$ cat config.mk
export PLATFORM = sky130hd
export DESIGN_NAME = mcc_ctrl
export DESIGN_NICKNAME = d
export VERILOG_FILES = /design/src/rtl/mcc_pkg.sv /design/src/rtl/mcc_ctrl.sv
export SDC_FILE = /design/constraint.sdc
export NUM_CORES = 1
export LEC_CHECK = 0
export BUFFER_PORTS_ARGS = -buffer_cell sky130_fd_sc_hd__buf_2
export CAP_MARGIN = 30
export CORE_MARGIN = 2
export CORE_UTILIZATION = 25
export DETAILED_ROUTE_END_ITERATION = 6
export PLACE_DENSITY = 0.58
export SLEW_MARGIN = 5
export SYNTH_ARGS = -nofsm -noshare
export SYNTH_HDL_FRONTEND = slang
export SYNTH_SLANG_ARGS = --single-unit
$ cat constraint.sdc
create_clock -name clock -period 1.99 [get_ports clock]
set_input_delay 0.199 -clock clock [delete_from_list [all_inputs] [get_ports clock]]
set_output_delay 0.199 -clock clock [all_outputs]
set_load 0.01 [all_outputs]
$ cat src/rtl/mcc_pkg.sv
// ----------------------------------------------------------------------------
// mcc_pkg: shared definitions for the monochromatic 6-clique counter
// Widths, register indexes, reset values and the controller/datapath structs.
// ----------------------------------------------------------------------------
package mcc_pkg;

   localparam int DEF_MAX_NODES = 128;
   localparam int CLIQUE_SIZE   = 6;
   localparam int LAST_LEVEL    = CLIQUE_SIZE - 1;
   localparam int LVL_W         = 3;

   localparam int GSIZE_W  = 8;
   localparam int LIMIT_W  = 16;
   localparam int COUNT_W  = 33;
   localparam int IDX_W    = 13;
   localparam int CSR_IDX_W = 2;
   localparam int CSR_DATA_W = 16;

   // register indexes
   localparam logic [CSR_IDX_W-1:0] CSR_GRAPH_SIZE    = 2'd0;
   localparam logic [CSR_IDX_W-1:0] CSR_EARLY_ABANDON = 2'd1;
   localparam logic [CSR_IDX_W-1:0] CSR_ABANDON_LIMIT = 2'd2;

   // reset values
   localparam logic [GSIZE_W-1:0] RST_GRAPH_SIZE    = 8'd128;
   localparam logic [LIMIT_W-1:0] RST_ABANDON_LIMIT = 16'd500;

   // word kinds
   localparam logic KIND_LOAD  = 1'b0;
   localparam logic KIND_COUNT = 1'b1;

   // commands from controller to datapath
   typedef struct packed {
      logic init;    // start a new search
      logic desc;    // open the next level
      logic issue;   // read one edge
      logic eval;    // edge data valid
      logic k_next;  // next edge check of this candidate
      logic adv;     // next candidate on this level
      logic back;    // return to the previous level
      logic count;   // one clique found
      logic post;    // copy the finished count to the result word
   } mcc_cmd_type;

   // status from datapath to controller
   typedef struct packed {
      logic n_small;     // fewer than six nodes
      logic lvl_zero;
      logic lvl_last;
      logic k_last;
      logic node_over;   // candidate beyond the graph
      logic node_end;    // candidate is the last node
      logic edge_ok;
      logic over_limit;  // early abandon on and next clique would exceed the limit
   } mcc_sts_type;

endpackage

$ cat src/rtl/mcc_ctrl.sv
// ----------------------------------------------------------------------------
// mcc_ctrl: search sequencer
// Walks the depth-first clique search one edge check at a time and owns the
// handshakes of both channels.
// ----------------------------------------------------------------------------
module mcc_ctrl
   import mcc_pkg::*;
(
   input  logic        clock,
   input  logic        reset,
   input  logic        req_valid,
   input  logic        req_kind,
   output logic        req_ready,
   output logic        rsp_valid,
   input  logic        rsp_ready,
   input  mcc_sts_type sts,
   output mcc_cmd_type cmd
);

   localparam logic [2:0] S_IDLE   = 3'd0;
   localparam logic [2:0] S_DESC   = 3'd1;
   localparam logic [2:0] S_ISSUE  = 3'd2;
   localparam logic [2:0] S_EVAL   = 3'd3;
   localparam logic [2:0] S_ADV    = 3'd4;
   localparam logic [2:0] S_FINISH = 3'd5;

   logic [2:0] state_ff, state_in;
   logic       rsp_valid_ff, rsp_valid_in;
   logic       accept;

   assign req_ready = (state_ff == S_IDLE);
   assign accept    = req_valid && req_ready;
   assign rsp_valid = rsp_valid_ff;

   // next state and commands
   always_comb begin
      state_in = state_ff;
      cmd      = '0;
      case (state_ff)
         S_IDLE: begin
            if (accept && (req_kind == KIND_COUNT)) begin
               cmd.init = 1'b1;
               state_in = sts.n_small ? S_FINISH : S_DESC;
            end
         end
         S_DESC: begin
            cmd.desc = 1'b1;
            state_in = S_ISSUE;
         end
         S_ISSUE: begin
            if (sts.node_over) begin
               cmd.back = 1'b1;
               state_in = S_ADV;
            end else begin
               cmd.issue = 1'b1;
               state_in  = S_EVAL;
            end
         end
         S_EVAL: begin
            cmd.eval = 1'b1;
            if (!sts.edge_ok) begin
               state_in = S_ADV;
            end else if (!sts.k_last) begin
               cmd.k_next = 1'b1;
               state_in   = S_ISSUE;
            end else if (sts.lvl_last) begin
               cmd.count = 1'b1;
               state_in  = sts.over_limit ? S_FINISH : S_ADV;
            end else begin
               state_in = S_DESC;
            end
         end
         S_ADV: begin
            if (sts.lvl_zero && sts.node_end) begin
               state_in = S_FINISH;
            end else begin
               cmd.adv  = 1'b1;
               state_in = sts.lvl_zero ? S_DESC : S_ISSUE;
            end
         end
         S_FINISH: begin
            // hand over once the result word is free
            if (!rsp_valid_ff || rsp_ready) begin
               cmd.post = 1'b1;
               state_in = S_IDLE;
            end
         end
         default: begin
            state_in = S_IDLE;
         end
      endcase
   end

   // result valid: set when a search finishes, cleared when taken
   always_comb begin
      rsp_valid_in = rsp_valid_ff;
      if (cmd.post) begin
         rsp_valid_in = 1'b1;
      end else if (rsp_ready) begin
         rsp_valid_in = 1'b0;
      end
   end

   always_ff @(posedge clock) begin
      if (reset) begin
         state_ff     <= S_IDLE;
         rsp_valid_ff <= 1'b0;
      end else begin
         state_ff     <= state_in;
         rsp_valid_ff <= rsp_valid_in;
      end
   end

endmodule

==> implementation parameters, run 1 <==
Parameter                              Value

Setup path
  Worst Path Required    1.79 ns
  Crit. End Element    output port
  Type of the worst setup path    reg2out
  Maximum fanout encountered on the critical timing path    16
  Register-to-register path setup slack    0.60 ns
  Data arrival time of the worst path    1.46 ns
  Delay of the slowest cell on the worst path    0.61 ns
  CP max stage cell    sky130_fd_sc_hd__dfxtp_1
  Launching element type of the critical path    flop
  Ordered cell list for the critical path    nand4b_1, nor2_1, buf_2

Pwr
  IR Drop Worst-Case VDD    0.000528 V
  Power per Cell Area    between 1000 and 1500 mW/mm²
  LEAKAGE    0.000236 µW

Route
  Final routed wire length divided by cell count    11.0 µm
  Via Count    between 400 and 500
  First-pass iteration count of the detailed router    4
  Routed Antenna Nets    0
  Final wirelength    948 µm
  Drt via density    4.98
  Remaining DRCs    0
  Detailed Route Iter0 Violations    13

Outcome
  Result of the run    finished, final reports clean

Global routing
  Total grt overflow    0
  Antenna violations before repair    0
  Via count of the first global-routing pass    383
  Maximum number of pins on one net before global-route repair    17
  Overall routing resource usage    roughly an eighth
  Global-route wire length before repair    1.66 mm

Floorplanning
  Core outline area    0.00135 mm²
  Die H    approximately 43 µm
  Die Width    42.8 µm
  Effective utilization at floorplan    27.8%
  Die area    ~0.0018 mm²
  I/O pins    24
  Rows    13

Layout
  Post-route standard cell area excluding fillers    497 µm²
  Post-synthesis to final-layout area growth    32.3%
  Flip-flop and latch area    80.1 µm²
  Nets    86
  Number of filler instances in the final layout    between 100 and 150
  Top library cells by usage in the layout, fill and taps aside    sky130_fd_sc_hd__buf_2, sky130_fd_sc_hd__nor2_1, sky130_fd_sc_hd__a21oi_1, sky130_fd_sc_hd__dfxtp_1
  Combined area of the multi-input logic cells    253 µm²
  Total inserted antenna cells    0
  Commonest non-fill, non-tap cell in the layout    sky130_fd_sc_hd__buf_2
  Final core utilization    between 30% and 40%
  Ratio of cells with drive above 1 in the final layout    43.7%

Logic synthesis
  Count of flip-flops with a built-in enable after synthesis    0
  Average instance area after synthesis    7.66 µm²
  Syn_nets    62
  Mapped Cells    49
  Yosys warns    0
  Seq/Total Area, Yosys    21.3%
  Synth Cell Area    375 µm²
  Flip-flop and latch count after synthesis    4
  Post-synthesis async set-or-reset flop share    0%
  Top FF cell, synth    sky130_fd_sc_hd__dfxtp_1
  Unique masters post-synth    28

Clock network
  CTS clk-pin slew, worst paths    0.04 ns
  Worst-Skew Late Latency    ~0.24 ns
  Clock tree root buffer cell    sky130_fd_sc_hd__clkbuf_4
  Number of sinks driven by the clock tree    4
  Number of CTS-inserted buffers    3
  Setup Buffers After CTS    0
  Hold-fix buffer count after cts    0
  Clock tree from TritonCTS    done
  Max H-tree Level    1
  Clock tree buffer depth    2
  Total of cells resized after clock tree synthesis    0

STA
  Final clock period utilization by the worst path    a little over four fifths
  Final TNS setup    0 ns
  Count of endpoints failing setup in the final report    0
  Maximum clock rate    around 600 MHz
  Normalized max-slew margin    68.0%
  Final Slew Violations    0
  Worst Max-Slew Pin Slew    approximately 0.48 ns
  Clock tree skew after final layout    0.00195 ns
  Endpoints failing hold    0
  RSZ-0062 raised after global routing    false
  Tmin final    1.66 ns

Placement
  Detail Placement HPWL    709 µm
  Quantity of I/O buffers inserted on ports    23
  Routability cong.    0.686
  Placed inst area    roughly 470 µm²

Job
  Max-cap violations    0

Hold path
  Min-Delay Path Class    in2reg
==> sequential cells by signal, indices dropped and copies added, names as in the netlist <==
signal,count
rsp_valid,1
state_ff,3
==> critical path: cells and delay by family (launching register included) <==
family,cells,cell delay [ns]
simple gates,2,0.44
flops,1,0.61
buf+inv,1,0.16
==> cells in the mapped netlist (all sizes together) (2+ instances only) <==
master	number	area share, %
nand2	3	3.0
nor2	6	6.0
a21oi	6	9.0
nand4b	2	4.7
nor3b	4	9.3
inv	2	2.0
dfxtp	4	21
a2111oi	2	6.3
nor2b	3	5.0
nor3	2	2.7
buf	4	9.3
==> area by class of cell <==
| cell class | count | share of cell area (%) |
|---|---|---|
| flip-flops and latches | 4 | 16.1 |
| clock buffers | 3 | 4.53 |
| multi-input cells | 39 | 50.9 |
| inverters | 2 | 1.51 |
| well taps | 15 | 3.78 |
| repair buffers | 23 | 23.2 |
==> worst paths after layout <==
kind	startpoint	end	depth (start not counted)
setup / recovery	state_ff[0]	cmd[4]	3
hold / removal	reset	state_ff[0]	2
setup reg to reg	state_ff[0]	state_ff[2]	4
hold reg to reg	rsp_valid	rsp_valid	3
==> where the power goes <==
group	leakage, µW	internal (µW)	switching [µW]	total [µW]
Combinational	0.000190	157	138	295
Sequential	0.0000327	107	85.1	192
Clock	0.0000138	67.7	36.9	105
==> routing by layer <==
layer	vias up	part of all wire, %	global-route usage (%)
met5	-	0	0
met4	0	0.84	1.88
met3	3	9.5	8.09
met2	13	46	17.6
met1	188	43	15.5
li1	224	-	-
==> per-stage QoR <==
| stage | setup slack, ns | hold slack [ns] | instances | total power, µW |
|---|---|---|---|---|
| 2_1_floorplan | 0.633 | 0.268 | 49 | 427 |
| 3_3_place_gp | 0.595 | 0.420 | 83 | 484 |
| 3_5_place_dp | 0.587 | 0.418 | 83 | 488 |
| 4_1_cts | 0.325 | 0.164 | 86 | 598 |
| 5_1_grt | 0.150 | 0.168 | 86 | 660 |
| 6_report | 0.334 | 0.168 | 86 | 591 |
==> cell families after synthesis <==
logic type | count (synthesis) | synth area share [%]
buffers and inverters | 6 | 11.3
DFF | 4 | 21.3
and+or+nand+nor | 26 | 42.0
AOI/OAI and AO/OA | 13 | 25.3
Power figures use the tool's default switching activity.
==> inputs of run 2 (changes only) <==
PLACE_DENSITY = 0.6   (was 0.58)
clock period = 1.5 ns   (was 1.99 ns; I/O delays follow)
==> run 2 against run 1 <==
  * Total power increased by 36%
  * Flip-flop and latch count unchanged
  * Via count increased by 0.93%
  * Sequential share of layout area increased by 0.55 points
  * Worst hold slack got worse by 0.060 ns
  * Cell area increased by 2.8%
  * Critical path depth unchanged
  * Routed wire length decreased by 6.3%
  * Non-clock buffer count increased by 1
  * First-iteration DRC count decreased by 69%
  * Register-to-register slack got worse by 0.31 ns
  * Clock power increased by 26%
  * Critical endpoint unchanged
  * Largest cell class unchanged
==> implementation parameters, run 2 (same netlist as run 1, synthesis figures left out) <==
Parameter                              Value

Job
  Max-cap violations    0

Clock network
  Worst-Skew Late Latency    0.23 ns
  Hold-fix buffer count after cts    0
  Number of CTS-inserted buffers    3
  Clock tree root buffer cell    sky130_fd_sc_hd__clkbuf_4
  Setup Buffers After CTS    0
  Clock tree from TritonCTS    done
  CTS clk-pin slew, worst paths    0.04 ns
  Max H-tree Level    1
  Number of sinks driven by the clock tree    4
  Clock tree buffer depth    2

Global routing
  Overall routing resource usage    11.1%
  Via count of the first global-routing pass    398
  Maximum number of pins on one net before global-route repair    13
  Global-route wire length before repair    ~1.5 mm
  Antenna violations before repair    0
  Total grt overflow    0

Setup path
  Data arrival time of the worst path    between 1 and 1.5 ns
  Crit path buf inv count    1
  Launching instance or port of the critical path    state_ff[0]
  Worst path depth    3
  Launching point of the worst reg2reg path    state_ff[0]
  Crit-path leading delay family    flip-flops
  Crit. End Element    output port
  Register-to-register path setup slack    0.29 ns
  Setup crit end    cmd[4]
  Ordered cell list for the critical path    nand4b_1, nor2_1, buf_2
  R2r worst-path depth    5
  Launching element type of the critical path    flop
  Delay of the slowest cell on the worst path    0.44 ns
  Worst Path Required    ~1.4 ns
  Reg-to-reg critical path endpoint    state_ff[1]
  Type of the worst setup path    reg2out
  CP max stage cell    sky130_fd_sc_hd__dfxtp_1
  Maximum fanout encountered on the critical timing path    7

Pwr
  Power per Cell Area    1570 mW/mm²
  LEAKAGE    0.000242 µW
  IR Drop Worst-Case VDD    0.000872 V
  Total power after layout    803 µW

Layout
  Top library cells by usage in the layout, fill and taps aside    sky130_fd_sc_hd__buf_2, sky130_fd_sc_hd__nor2_1, sky130_fd_sc_hd__a21oi_1
  Commonest non-fill, non-tap cell in the layout    sky130_fd_sc_hd__buf_2
  Final core utilization    37.8%
  Nets    87
  Register with the highest flop count    state_ff
  Largest register FFs    3
  Post-synthesis to final-layout area growth    36.0%
  Total inserted antenna cells    0
  Ratio of cells with drive above 1 in the final layout    47.2%

Route
  Detailed Route Iter0 Violations    4
  Remaining DRCs    0
  First-pass iteration count of the detailed router    2
  Drt via density    4.97
  Routed Antenna Nets    0
  Via Count    around 430
  Final routed wire length divided by cell count    10.2 µm
  Final wirelength    ~890 µm

STA
  Worst Max-Slew Pin Slew    0.307 ns
  Final Slew Violations    0
  Maximum clock rate    about 720 MHz
  Final Worst Setup Slack    roughly 0.12 ns
  Endpoints failing hold    0
  Final clock period utilization by the worst path    approximately 92%
  Final TNS setup    0 ns
  Clock tree skew after final layout    about 0.0017 ns
  Count of endpoints failing setup in the final report    0
  Normalized max-slew margin    between 70% and 80%
  Tmin final    1.38 ns
  RSZ-0062 raised after global routing    true

Floorplanning
  Rows    13
  Die H    about 43 µm
  I/O pins    24
  Die area    0.00183 mm²
  Die Width    42.8 µm
  Core outline area    ~0.0014 mm²
  Effective utilization at floorplan    between 20% and 30%

Hold path
  Min-Delay Path Class    in2reg

Placement
  Routability cong.    0.719
  Place WS    0.156 ns
  Detail Placement HPWL    727 µm
  Quantity of I/O buffers inserted on ports    23

Outcome
  Result of the run    finished, final reports clean
-- run 2: cell count changes in the layout (fill, tap and decap cells not counted) --
cell,before,now
sky130_fd_sc_hd__a2111oi_1,0,1
sky130_fd_sc_hd__buf_4,0,1
sky130_fd_sc_hd__dfxtp_4,0,1
sky130_fd_sc_hd__a2111oi_0,1,0
sky130_fd_sc_hd__dfxtp_2,0,1
sky130_fd_sc_hd__dfxtp_1,4,2
-- run 2: timing repair --
item,CTS,global route
setup endpoints to repair,2,1
hold endpoints to repair,0,0
cloned,0,0
resized for setup,2,2
-- run 2: through the flow --
step,hold slack [ns],instances,instance area [µm²]
floorplan,0.219,49,375
global placement,0.359,84,482
detailed placement,0.360,84,482
CTS,0.105,87,507
global route,0.129,87,510
finish,0.108,87,510
-- run 2: report_power, final --
group / internal, µW / switching [µW] / total [µW] / leakage [µW]
sequential: 149 / 80.4 / 230 / 0.0000339
combinational: 225 / 217 / 442 / 0.000195
clock: 89.4 / 42.5 / 132 / 0.0000138
total: 464 / 340 / 803 / 0.000242
-- run 2: area by class of cell --
| cell class | count | area (µm²) |
|---|---|---|
| clock buffer | 3 | 22.5 |
| multi-input combinational | 39 | 254 |
| inverter | 2 | 7.51 |
| timing repair buffer | 24 | 123 |
| fill | 151 | 840 |
| tap | 15 | 18.8 |
| sequential | 4 | 85.1 |
-- run 2: how the worst min path moves through the flow --
stage | cells after the start | start | to
2_1_floorplan | 1 | reset | state_ff[0]
3_3_place_gp | 2 | reset | state_ff[2]
3_5_place_dp | 2 | reset | state_ff[2]
4_1_cts | 2 | reset | state_ff[2]
5_1_grt | 2 | reset | state_ff[2]
6_report | 2 | reset | state_ff[2]
-- run 2: metal layers --
metal	vias up	GRT usage (%)	wire, µm
met5	-	0	0
met4	0	5.63	0
met3	0	4.26	56
met2	12	17.3	454
met1	192	13.0	377
li1	228	-	-
